===== config.mk =====
export PLATFORM = sky130hd
export DESIGN_NAME = fsge_ctrl
export DESIGN_NICKNAME = d
export VERILOG_FILES = /design/src/sv/fsge_pkg.sv /design/src/sv/fsge_ctrl.sv
export SDC_FILE = /design/constraint.sdc
export NUM_CORES = 1
export LEC_CHECK = 0
export BUFFER_PORTS_ARGS = -buffer_cell sky130_fd_sc_hd__buf_2
export CAP_MARGIN = 40
export CELL_PAD_IN_SITES_DETAIL_PLACEMENT = 0
export CELL_PAD_IN_SITES_GLOBAL_PLACEMENT = 2
export CORE_MARGIN = 8
export CORE_UTILIZATION = 18
export DETAILED_ROUTE_END_ITERATION = 10
export GPL_ROUTABILITY_DRIVEN = 0
export PLACE_DENSITY = 0.69
export SLEW_MARGIN = 15
export SYNTH_ARGS = -nofsm -noshare
export SYNTH_HDL_FRONTEND = slang
export SYNTH_SLANG_ARGS = --single-unit

===== constraint.sdc =====
create_clock -name clk -period 1.8 [get_ports clk]
set_input_delay 0.09 -clock clk [delete_from_list [all_inputs] [get_ports clk]]
set_output_delay 0.09 -clock clk [all_outputs]
set_load 0.05 [all_outputs]

===== src/sv/fsge_pkg.sv =====
`timescale 1ns / 1ps
// ----------------------------------------------------------------------------
// fsge_pkg
// Shared types and constants of the frame-sum gain estimator.
// ----------------------------------------------------------------------------
package fsge_pkg;

  localparam int OP_W      = 2;
  localparam int IDX_W     = 16;
  localparam int SAMPLE_W  = 16;
  localparam int PC_W      = 17;
  localparam int SUM_W     = 40;
  localparam int TOTAL_W   = 64;
  localparam int FRAME_W   = 32;
  localparam int GAIN_W    = 32;
  localparam int FRAC_W    = 16;
  localparam int DEN_W     = 64;
  localparam int NUM_W     = TOTAL_W + FRAC_W;
  localparam int DIV_CNT_W = $clog2(NUM_W);
  localparam int REG_IDX_W = 1;

  localparam logic [PC_W-1:0]    PIXEL_COUNT_RST = 17'h10000;
  localparam logic [SUM_W-1:0]   GAIN_ONE        = 40'h00_0001_0000;
  localparam logic [GAIN_W-1:0]  GAIN_MAX        = 32'hFFFF_FFFF;
  localparam logic [SUM_W-1:0]   SUM_MAX         = {SUM_W{1'b1}};
  localparam logic [TOTAL_W-1:0] TOTAL_MAX       = {TOTAL_W{1'b1}};
  localparam logic [FRAME_W-1:0] FRAME_MAX       = {FRAME_W{1'b1}};

  typedef enum logic [OP_W-1:0] {
    OP_ACC   = 2'd0,
    OP_READ  = 2'd1,
    OP_CLEAR = 2'd2
  } op_t;

  typedef enum logic [REG_IDX_W-1:0] {
    REG_PIXEL_COUNT = 1'b0,
    REG_INVERT_MODE = 1'b1
  } reg_idx_t;

  typedef enum logic [2:0] {
    ST_CLEAR,
    ST_IDLE,
    ST_ACC,
    ST_RD,
    ST_MUL_LO,
    ST_MUL_HI,
    ST_DIV,
    ST_DONE
  } state_t;

  typedef struct packed {
    logic accept;     // item taken, latch payload and launch memory read
    logic clr_start;  // clear op: zero scalars, restart sweep address
    logic clr_step;   // write one zero entry of the sum store
    logic acc;        // read-modify-write of one pixel sum
    logic rd_latch;   // capture pixel sum for a read
    logic mul_lo;     // low partial product, load divider
    logic mul_hi;     // high partial product
    logic div_step;   // one restoring division step
    logic out_load;   // load output register
  } cmd_t;

  typedef struct packed {
    logic clr_last;   // sweep at last entry
    logic need_div;   // gain path with nonzero sum
    logic div_last;   // final division step
    logic out_busy;   // output register full and stalled
  } sts_t;

endpackage


===== src/sv/fsge_ctrl.sv =====
`timescale 1ns / 1ps
// ----------------------------------------------------------------------------
// fsge_ctrl
// Sequencer: clear sweep, accumulate, read with multiply and divide.
// ----------------------------------------------------------------------------
module fsge_ctrl (
  input  logic                      clk,
  input  logic                      rst,
  input  logic                      in_valid,
  input  logic [fsge_pkg::OP_W-1:0] in_op,
  output logic                      in_ready,
  input  fsge_pkg::sts_t            sts,
  output fsge_pkg::cmd_t            cmd
);
  import fsge_pkg::*;

  state_t state, state_next;
  logic   accept;

  assign accept = (state == ST_IDLE) && in_valid;

  always_ff @(posedge clk) begin
    if (rst) begin
      state <= ST_CLEAR;
    end else begin
      state <= state_next;
    end
  end

  always_comb begin
    state_next = state;
    unique case (state)
      ST_CLEAR: begin
        if (sts.clr_last) state_next = ST_IDLE;
      end
      ST_IDLE: begin
        if (in_valid) begin
          unique case (op_t'(in_op))
            OP_ACC:   state_next = ST_ACC;
            OP_READ:  state_next = ST_RD;
            OP_CLEAR: state_next = ST_CLEAR;
            default:  state_next = ST_IDLE;
          endcase
        end
      end
      ST_ACC:    state_next = ST_IDLE;
      ST_RD:     state_next = ST_MUL_LO;
      ST_MUL_LO: state_next = sts.need_div ? ST_MUL_HI : ST_DONE;
      ST_MUL_HI: state_next = ST_DIV;
      ST_DIV: begin
        if (sts.div_last) state_next = ST_DONE;
      end
      ST_DONE: begin
        if (!sts.out_busy) state_next = ST_IDLE;
      end
      default:   state_next = ST_IDLE;
    endcase
  end

  always_comb begin
    in_ready      = (state == ST_IDLE);
    cmd           = '0;
    cmd.accept    = accept;
    cmd.clr_start = accept && (in_op == OP_CLEAR);
    cmd.clr_step  = (state == ST_CLEAR);
    cmd.acc       = (state == ST_ACC);
    cmd.rd_latch  = (state == ST_RD);
    cmd.mul_lo    = (state == ST_MUL_LO);
    cmd.mul_hi    = (state == ST_MUL_HI);
    cmd.div_step  = (state == ST_DIV);
    cmd.out_load  = (state == ST_DONE) && !sts.out_busy;
  end

  a_reset_sweep: assert property (@(posedge clk) (!rst && $past(rst)) |-> state == ST_CLEAR)
    else $error("clearing pass does not follow reset");
  a_clear_op: assert property (@(posedge clk) disable iff (rst)
    cmd.clr_start |=> state == ST_CLEAR)
    else $error("clear transaction did not start sweep");
  a_done_hold: assert property (@(posedge clk) disable iff (rst)
    (state == ST_DONE && sts.out_busy) |=> state == ST_DONE)
    else $error("result dropped while output stalled");

endmodule


## Yosys cells after proc, flatten, opt, wreduce, memory -nomap -nowiden

Cells that the tools add are included.

| word-level totals | value |
|---|---|
| register bits after elaboration | 3 |
| output and inout bits | 10 |
| input bits | 9 |
| word-level logic and storage cells | 28 |

| cells by class | value |
|---|---|
| reduce and logical (&&, ||, !) cells | 7 |
| mux-type cells | 7 |
| eq/ne operators | 13 |

Operators by type and width:

| kind | count |
|---|---|
| 3-bit one-hot mux with 8 select lines | 1 |
| 3-bit equality test (second input constant) | 4 |
| 3-bit 2-to-1 mux | 4 |
| 2-bit != test (second input constant) | 4 |
| 3-bit by 2-bit equality test with 1-bit output (second input constant) | 2 |
| 2-bit one-hot mux with 3 select lines | 1 |
| 4-bit AND reduction | 1 |
| 3-bit by 1-bit equality test with 1-bit output (second input constant) | 1 |
| 1-bit logical AND | 3 |
| 3-bit zero test | 1 |
| 2-bit by 1-bit equality test with 1-bit output (second input constant) | 1 |
| 2-bit equality test (second input constant) | 1 |
| 2-bit zero test | 1 |
| 2-bit 2-to-1 mux | 1 |
| 1-bit zero test | 1 |

## Depth between registers and ports, before layout

Gate-level depths: netlist of the first run.

| logic depth | value |
|---|---|
| depth after elaboration | 4 |
| gate-level depth with buffers | 5 |
| gate-level depth less buffers | 4 |

## Least setup slack after synthesis of the first run

OpenSTA, ideal clock, no wires.

| timing path | value |
|---|---|
| path kind | register to register |
| from | register state[0] |
| to | register state[2] |
| setup slack | -0.144 ns |
| data arrival time | 1.763 ns |
| cell stages (with the launch flop) | 5 |
| buffers on the path | 1 |
| required time | 1.619 ns |
| cells stage by stage | dfxtp_1 > buf_2 > inv_2 > nor3_1 > nor3_1 |

| between the ends | value |
|---|---|
| word-level cells in the longest chain between the ends | 3 |
| elaborated cells on any way between the ends | 14 |
| classes of those cells | eq/ne: 11; mux: 1; reduce/logical: 2 |

Ends and longest elaborated chain:

| element | RTL line | source |
|---|---|---|
| from (decl) | fsge_ctrl.sv:17 | `state_t state, state_next;` |
| from (signal assigned) | fsge_ctrl.sv:26 | `state <= state_next;` |
| 3-bit equality test, or another cell as far along | fsge_ctrl.sv:32 | `unique case (state)` |
| 2-bit != test (no source line) | -- |  |
| 4-bit AND reduction (no source line) | -- |  |

Parallel ways exist; a longest one is shown, timed or not.
A chain may end at the register's enable or synchronous reset.

==> results of run 1 <==
[final timing paths]
| kind | to | startpoint | slack, ns |
|---|---|---|---|
| hold / removal | state[2] | rst | 0.08 |
| hold reg to reg | state[2] | state[2] | 0.59 |
| setup reg to reg | state[1] | state[1] | 0.43 |
| setup / recovery | cmd[7] | state[0] | 0.17 |
[stage by stage]
step           hold slack, ns  area, um2  utilization  power (mW)
2_1_floorplan           0.169        284            -       0.163
3_3_place_gp            0.334        375        0.255       0.187
3_5_place_dp            0.323        375        0.255       0.185
4_1_cts                0.0703        402        0.273       0.311
5_1_grt                0.0797        402        0.273       0.322
6_report               0.0788        402        0.273       0.302
[logic make-up (layout without fill, tap and decap cells)]
| group | after synthesis | count (layout) | synth area share |
|---|---|---|---|
| simple gates | 17 | 17 | 0.354 |
| flops | 3 | 3 | 0.215 |
| buf+inv | 7 | 26 | 0.148 |
| mux | 2 | 2 | 0.0762 |
| compound gates | 8 | 8 | 0.206 |
[final cells by class]
type	count	area share
clock buffer	4	0.0654
inverter	2	0.0187
multi-input combinational	27	0.455
sequential	3	0.150
tap	16	0.0498
timing repair buffer	20	0.262
[critical path, cell delays in order (launching register included)]
cell and delay [ns]:
dfxtp_1 0.50, inv_2 0.13, nor3_1 0.25, and3b_1 0.18, buf_2 0.26
[cells in the final DEF, fill, tap and decap left out]
cell       netlist  final
o22ai_2          1      1
buf_4            1      2
clkbuf_4         0      3
nor3b_1          4      4
nand2b_1         1      1
mux2i_1          1      1
mux2_1           1      1
dfxtp_1          3      3
nand3_1          1      1
inv_1            1      1
nand2_1          1      1
and3b_1          1      1
or2_1            1      1
clkbuf_1         0      1
nor3_1           3      2
a221oi_1         1      1
a2111oi_0        1      1
nor2b_1          2      2
buf_2            3     18
inv_2            1      1
nor2_1           3      3
o21bai_1         1      1
nor3_2           0      1
o21ai_1          1      1
a21oi_1          3      3
[metal layers]
layer | GRT usage | part of all wire | vias to the layer above | wire, um
met5 | 0 | 0 | - | 0
met4 | 0.0423 | 0.0047 | 0 | 4
met3 | 0.0434 | 0.071 | 2 | 60
met2 | 0.0833 | 0.48 | 8 | 403
met1 | 0.0561 | 0.44 | 140 | 374
li1 | - | - | 168 | -
[power breakdown]
group	internal (mW)	switching, mW	leakage (nW)
Combinational	0.0334	0.0692	0.164
Sequential	0.0714	0.00890	0.0246
Clock	0.0831	0.0357	0.0150
==> results.yml, run 1 <==
detailed_routing:
  antenna_left: 0
  vias_per_cell: 4.42
  wl_um: 843
  drc_errors: 0
  first_pass_iters: 2
  drt_iter0_drc: 2
  vias: 318
  wl_per_cell_um: 11.7
timing:
  slew_viol_final: 0
  max_slew.worst_pin.slew_ns: 0.323
  relSlewSlack: 0.779
  finalHoldViolCount: 0
  layout_setup_ws_ns: 0.166
  fin_worst_skew_ns: 0.00405
  rsz0062_at_grt: "no"
  setup_viol: 0
  fin_setup_tns_ns: 0
  post-route-period-util: 0.908
  period_needed_ns: 1.63
  fmax_ghz: 0.612
logic_synthesis:
  synth_area_leaders: "dfxtp_1, nor3b_1, a21oi_1, buf_2, nor3_1"
  synth_async_sr_flop_share: 0
  syn_avg_cell_area_um2: 7.54
  ys_seq_area_frac: 0.215
  yosysWarnings: 0
  synthMostInstantiatedCell: "nor3b_1"
  synth_top_area_share: 0.215
  synth_cell_type_count: 23
  synthFlopType: "dfxtp_1"
  syn_inst: 37
  synth_top_area_cell: "dfxtp_1"
  yosys_register_bits: 3
  syn-cell-area_um2: 279
  syn_nets: 46
  synth-edff-count: 0
power_and_ir_drop:
  powerDensity_nw_per_um2: 751
  p_leak_nw: 0.204
  ir_drop_mv: 0.228
layout:
  largest-register: "state"
  final_layout_size_suffix_gt1_frac: 0.464
  antenna_cells: 0
  multi_input_area_um2: 183
  area_delta_synth_final_pct: 43.9
  instances_no_fill: 72
  fillers: 177
  largest_register_ffs: 3
  seq_area_um2: 60.1
  top_regs: "state: 3 flops"
  finalNetCount: 66
placed_design:
  dpl.hpwl_um: 712
  place.port_buffers: 18
  placedCellCount: 68
  place_ws_ns: 0.391
die:
  initial_core_util: 0.190
  die_h_um: 55.4
  dieArea_um2: 3070
  top_level_ports: 19
  fp.dieW_um: 55.4
  row_count: 14
  core_um2: 1470
grt:
  grt_pass1_vias: 347
  antenna_found_initial: 0
  grt_max_degree: 10
  grt_use_total: 0.0581
  overflow: 0
  grt_pass1_wl_um: 1440
clock_tree:
  post-cts-setup-buffers: 0
  cts_resized: 0
  cts_root_buf: "clkbuf_4"
  h-tree-depth: 1
  cts_tree: "built"
  cts_inserted_buffers: 3
  clk_pin_slew_ns: 0.04
  holdBufCountCts: 0
  clk_latency_ns: 0.23
  clock_sinks: 3
  cts.path.max_buffers: 2
outcome:
  status: "complete, no violations"
critical_path:
  required_ns: 1.71
  crit_type: "flop to primary output"
  cp.arrival_ns: 1.54
  reg2reg_depth: 4
  crit_fanout: 9
  critPathLaunchType: "flop"
  worstSetupEndpointType: "primary output"
hold_path:
  holdPathStages: 2
  hold_class: "input port to flop"
job:
  drv_cap: 0
Power figures use the tool's default switching activity.
==> run 2: changes to the inputs <==
--- a/config.mk
+++ b/config.mk
@@ -5,15 +5,16 @@
 export SDC_FILE = /design/constraint.sdc
 export NUM_CORES = 1
 export LEC_CHECK = 0
+export ABC_CLOCK_PERIOD_IN_PS = 1470
 export BUFFER_PORTS_ARGS = -buffer_cell sky130_fd_sc_hd__buf_2
 export CAP_MARGIN = 40
 export CELL_PAD_IN_SITES_DETAIL_PLACEMENT = 0
 export CELL_PAD_IN_SITES_GLOBAL_PLACEMENT = 2
 export CORE_MARGIN = 8
-export CORE_UTILIZATION = 18
+export CORE_UTILIZATION = 16
 export DETAILED_ROUTE_END_ITERATION = 10
 export GPL_ROUTABILITY_DRIVEN = 0
-export PLACE_DENSITY = 0.69
+export PLACE_DENSITY = 0.65
 export SLEW_MARGIN = 15
 export SYNTH_ARGS = -nofsm -noshare
 export SYNTH_HDL_FRONTEND = slang
==> constraint.sdc (replaced) <==
create_clock -name clk -period 1.47 [get_ports clk]
set_input_delay 0.0735 -clock clk [delete_from_list [all_inputs] [get_ports clk]]
set_output_delay 0.0735 -clock clk [all_outputs]
set_load 0.05 [all_outputs]
==> results.yml, run 2 (synthesized netlist as in run 1, its figures left out) <==
placed_design:
  place_ws_ns: 0.0885
  dpl_cell_area_um2: 399
  dpl.hpwl_um: 745
  place.port_buffers: 18
timing:
  fmax_ghz: 0.708
  setup_viol: 0
  finalHoldViolCount: 0
  slew_viol_final: 0
  layout_setup_ws_ns: 0.0583
  relSlewSlack: 0.779
  fin_setup_tns_ns: 0
  rsz0062_at_grt: "yes"
  max_slew.worst_pin.slew_ns: 0.323
  period_needed_ns: 1.41
  post-route-period-util: 0.960
  fin_worst_skew_ns: 0.00854
grt:
  overflow: 0
  grt_pass1_wl_um: 1570
  grt_max_degree: 8
  grt_use_total: 0.0659
  antenna_found_initial: 0
  grt_pass1_vias: 352
layout:
  area_delta_synth_final_pct: 61.4
  seq_area_um2: 61.3
  final_layout_size_suffix_gt1_frac: 0.559
  largest_register_ffs: 3
  multi_input_area_um2: 195
  fin_area_um2: 450
  fillers: 197
  finalNetCount: 69
  final_util: 0.267
  layout_common_cells: "buf_2, buf_4, clkbuf_4"
  largest-register: "state"
  final_common_cell: "buf_2"
  top_regs: "state: 3 flops"
  antenna_cells: 0
detailed_routing:
  antenna_left: 0
  vias_per_cell: 4.49
  vias: 341
  first_pass_iters: 2
  wl_um: 942
  wl_per_cell_um: 12.4
  drc_errors: 0
  drt_iter0_drc: 11
power_and_ir_drop:
  finalPower_mw: 0.397
  clkPwrFrac: 0.386
  ir_drop_mv: 0.279
  p_int_mw: 0.244
  pwr-share-seq: 0.239
  p_leak_nw: 0.221
  switching_share: 0.385
  switching_power_mw: 0.153
  combPwrFrac: 0.375
  powerDensity_nw_per_um2: 882
critical_path:
  crit_fanout: 6
  cp.arrival_ns: 1.34
  critPathLaunchType: "flop"
  rrSetupSlack_ns: 0.17
  required_ns: 1.40
  rr_startpoint: "state[1]"
  reg2reg_depth: 4
  critPathMaxStageDelay_ns: 0.34
  critical_path.slowest_cell: "dfxtp_2"
  path_cells: "or2_4 > nor3_2 > and3b_1 > buf_6"
  r2r_end: "state[1]"
  crit_type: "flop to primary output"
  worstSetupEndpointType: "primary output"
die:
  initial_core_util: 0.165
  row_count: 15
  core_um2: 1690
  fp.dieW_um: 57.8
  dieArea_um2: 3340
  die_h_um: 57.8
  top_level_ports: 19
clock_tree:
  cts_root_buf: "clkbuf_4"
  cts_tree: "built"
  cts.path.max_buffers: 2
  clock_sinks: 3
  clk_pin_slew_ns: 0.04
  cts_inserted_buffers: 3
  h-tree-depth: 1
  clk_latency_ns: 0.24
hold_path:
  holdPathStages: 2
  hold_class: "input port to flop"
  holdCritStartpoint: "rst"
  min_to: "state[2]"
outcome:
  status: "complete, no violations"
job:
  drv_cap: 0
==> run 2: how the worst max path moves through the flow <==
| stage | startpoint | end | slack, ns | depth (start not counted) |
|---|---|---|---|---|
| 2_1_floorplan | state[0] | cmd[2] | -0.31 | 3 |
| 3_3_place_gp | state[2] | cmd[7] | 0.14 | 4 |
| 3_5_place_dp | state[1] | state[1] | 0.09 | 4 |
| 4_1_cts | state[1] | cmd[7] | 0.04 | 4 |
| 5_1_grt | state[0] | cmd[2] | -0.0004 | 4 |
| 6_report | state[1] | cmd[7] | 0.06 | 4 |
==> run 2: worst max-delay path: cells and delay by family (launching register included) <==
family / cells / cell delay, ns
buffers and inverters: 1 / 0.16
flip-flops: 1 / 0.34
AND/OR/NAND/NOR: 3 / 0.61
==> run 2: area by class of cell <==
type	instances	area share
multi-input cells	27	0.433
well taps	17	0.0472
inverters	2	0.0167
repair buffers	23	0.308
flip-flops and latches	3	0.136
clock buffers	4	0.0583
==> run 2: stage by stage <==
step | hold slack [ns] | cells
after floorplan | 0.152 | 37
after global placement | 0.313 | 72
after detailed placement | 0.307 | 72
after CTS | 0.0516 | 76
after global routing | 0.0545 | 76
final | 0.0570 | 76
==> run 2: metal layers <==
layer  global-route usage  vias to the layer above  wire, um
met1               0.0552                      155       359
met3               0.0552                        2       105
met5                    0                        -         0
li1                     -                      174         -
met2               0.0949                       10       459
met4               0.0629                        0        18
==> run 2: power by group through the flow <==
stage	combinational, mW	clock [mW]	sequential [mW]
4_1_cts	0.148	0.160	0.0945
2_1_floorplan	0.109	0	0.0897
3_3_place_gp	0.144	0	0.0958
5_1_grt	0.159	0.169	0.0959
6_report	0.149	0.153	0.0949
3_5_place_dp	0.143	0	0.0957
==> run 2: repair_timing <==
action | in CTS | in global routing
gates resized for setup | 4 | 5
setup buffers | 0 | 0
hold buffers | 0 | 0
pin swaps | 0 | 1
setup endpoints to repair | 2 | 3
==> run 3: changes to the inputs <==
--- a/config.mk
+++ b/config.mk
@@ -5,16 +5,16 @@
 export SDC_FILE = /design/constraint.sdc
 export NUM_CORES = 1
 export LEC_CHECK = 0
-export ABC_CLOCK_PERIOD_IN_PS = 1470
+export ABC_CLOCK_PERIOD_IN_PS = 1430
 export BUFFER_PORTS_ARGS = -buffer_cell sky130_fd_sc_hd__buf_2
 export CAP_MARGIN = 40
 export CELL_PAD_IN_SITES_DETAIL_PLACEMENT = 0
 export CELL_PAD_IN_SITES_GLOBAL_PLACEMENT = 2
 export CORE_MARGIN = 8
-export CORE_UTILIZATION = 16
+export CORE_UTILIZATION = 18
 export DETAILED_ROUTE_END_ITERATION = 10
 export GPL_ROUTABILITY_DRIVEN = 0
-export PLACE_DENSITY = 0.65
+export PLACE_DENSITY = 0.69
 export SLEW_MARGIN = 15
 export SYNTH_ARGS = -nofsm -noshare
 export SYNTH_HDL_FRONTEND = slang
==> constraint.sdc (replaced) <==
create_clock -name clk -period 1.43 [get_ports clk]
set_input_delay 0.0715 -clock clk [delete_from_list [all_inputs] [get_ports clk]]
set_output_delay 0.0715 -clock clk [all_outputs]
set_load 0.05 [all_outputs]
==> results.yml, run 3 (synthesized netlist as in run 1, its figures left out) <==
outcome:
  status: "complete, no violations"
power_and_ir_drop:
  clkPwrFrac: 0.383
  pwr-share-seq: 0.242
  ir_drop_mv: 0.538
  switching_share: 0.378
  powerDensity_nw_per_um2: 915
  p_leak_nw: 0.213
  combPwrFrac: 0.375
  p_int_mw: 0.246
  switching_power_mw: 0.149
grt:
  overflow: 0
  antenna_found_initial: 0
  grt_pass1_wl_um: 1470
  grt_use_total: 0.0582
  grt_max_degree: 9
  grt_pass1_vias: 335
detailed_routing:
  drt_iter0_drc: 5
  drc_errors: 0
  wl_met2_um: 426
  wl_um: 877
  vias: 337
  wl_met1_um: 385
  wl_met3_um: 61
  antenna_left: 0
  vias_per_cell: 4.62
  top_layer: "met4"
  wl_per_cell_um: 12.0
  first_pass_iters: 4
die:
  fp.dieW_um: 55.4
  initial_core_util: 0.190
  dieArea_um2: 3070
  row_count: 14
  die_h_um: 55.4
  core_um2: 1470
  top_level_ports: 19
layout:
  largest-register: "state"
  final_layout_size_suffix_gt1_frac: 0.544
  top_regs: "state: 3 flops"
  layout_common_cells: "buf_2, nor3b_1"
  area_delta_synth_final_pct: 54.7
  final_common_cell: "buf_2"
  fillers: 178
  largest_register_ffs: 3
  antenna_cells: 0
  finalNetCount: 67
placed_design:
  place_ws_ns: 0.0610
  place.port_buffers: 18
critical_path:
  critPathMaxStageDelay_ns: 0.33
  required_ns: 1.36
  crit_type: "flop to primary output"
  crit_fanout: 6
  r2r_end: "state[1]"
  cp.arrival_ns: 1.32
  rrSetupSlack_ns: 0.15
  critical_path.slowest_cell: "dfxtp_2"
  path_buf_inv: 1
  crit_family: "simple AND/OR/NAND/NOR gates"
  rr_startpoint: "state[2]"
  critPathLaunchType: "flop"
  reg2reg_depth: 4
  path_cells: "or2_4 > nor3_4 > and3b_1 > buf_6"
  worstSetupEndpointType: "primary output"
timing:
  fin_worst_skew_ns: 0.00522
  rsz0062_at_grt: "yes"
  post-route-period-util: 0.976
  fmax_ghz: 0.716
  fin_setup_tns_ns: 0
  period_needed_ns: 1.40
  finalHoldViolCount: 0
  layout_setup_ws_ns: 0.0337
  max_slew.worst_pin.slew_ns: 0.339
  slew_viol_final: 0
  relSlewSlack: 0.768
  setup_viol: 0
clock_tree:
  cts_inserted_buffers: 3
  post-cts-setup-buffers: 0
  cts.path.max_buffers: 2
  clk_pin_slew_ns: 0.04
  clock_sinks: 3
  clk_latency_ns: 0.23
  h-tree-depth: 1
  cts_root_buf: "clkbuf_4"
  cts_tree: "built"
  holdBufCountCts: 0
job:
  drv_cap: 0
hold_path:
  hold_class: "input port to flop"
  holdPathStages: 2
  min_to: "state[0]"
  holdCritStartpoint: "rst"
[run 3: changes by cell type in the layout (fill, tap and decap cells not counted), sizes merged]
cell    change
clkbuf      -1
buf         -1
[run 3: how the worst max path moves through the flow]
stage / startpoint / endpoint / cells after the start
after global placement: state[2] / cmd[7] / 4
final: state[2] / cmd[7] / 4
after global routing: state[2] / cmd[7] / 4
after detailed placement: state[2] / state[1] / 4
after floorplan: state[0] / cmd[2] / 3
after CTS: state[1] / cmd[7] / 4
[run 3: repair_timing]
action / in CTS / in global routing
gates resized for setup: 6 / 1
pin swaps: 2 / 2
setup endpoints to repair: 2 / 1
[run 3: stage by stage]
step / utilization / cells / hold WS (ns) / total power, mW / cell area, um2
6_report: 0.293 / 73 / 0.0648 / 0.395 / 432
2_1_floorplan: - / 37 / 0.150 / 0.205 / 284
3_3_place_gp: 0.260 / 69 / 0.310 / 0.239 / 383
5_1_grt: 0.293 / 73 / 0.0648 / 0.424 / 432
4_1_cts: 0.293 / 73 / 0.0579 / 0.406 / 430
3_5_place_dp: 0.260 / 69 / 0.308 / 0.238 / 383
[run 3: power by group through the flow]
stage	logic [mW]	registers, mW	clock network (mW)
after floorplan	0.112	0.0922	0
after detailed placement	0.142	0.0961	0
final	0.148	0.0956	0.151
after global routing	0.160	0.0966	0.167
after CTS	0.151	0.0954	0.160
after global placement	0.143	0.0957	0
[run 3: layout make-up]
cell class	count	area [um2]	share of cell area
multi-input cells	27	196	0.455
repair buffers	21	119	0.275
inverters	2	7.51	0.0174
clock buffers	4	26.3	0.0609
well taps	16	20.0	0.0464
flip-flops and latches	3	62.6	0.145
[run 3: worst register-to-register path, delay by kind of cell, from the launching register on]
| family | cells | cell delay (ns) |
|---|---|---|
| AOI/OAI and AO/OA | 1 | 0.14 |
| DFF | 1 | 0.33 |
| muxes | 2 | 0.41 |
| and+or+nand+nor | 1 | 0.29 |
[run 3: routing by layer]
metal | vias up | GRT usage
met2 | 10 | 0.0897
met4 | 0 | 0.0106
met5 | - | 0
li1 | 169 | -
met1 | 156 | 0.0615
met3 | 2 | 0.0457
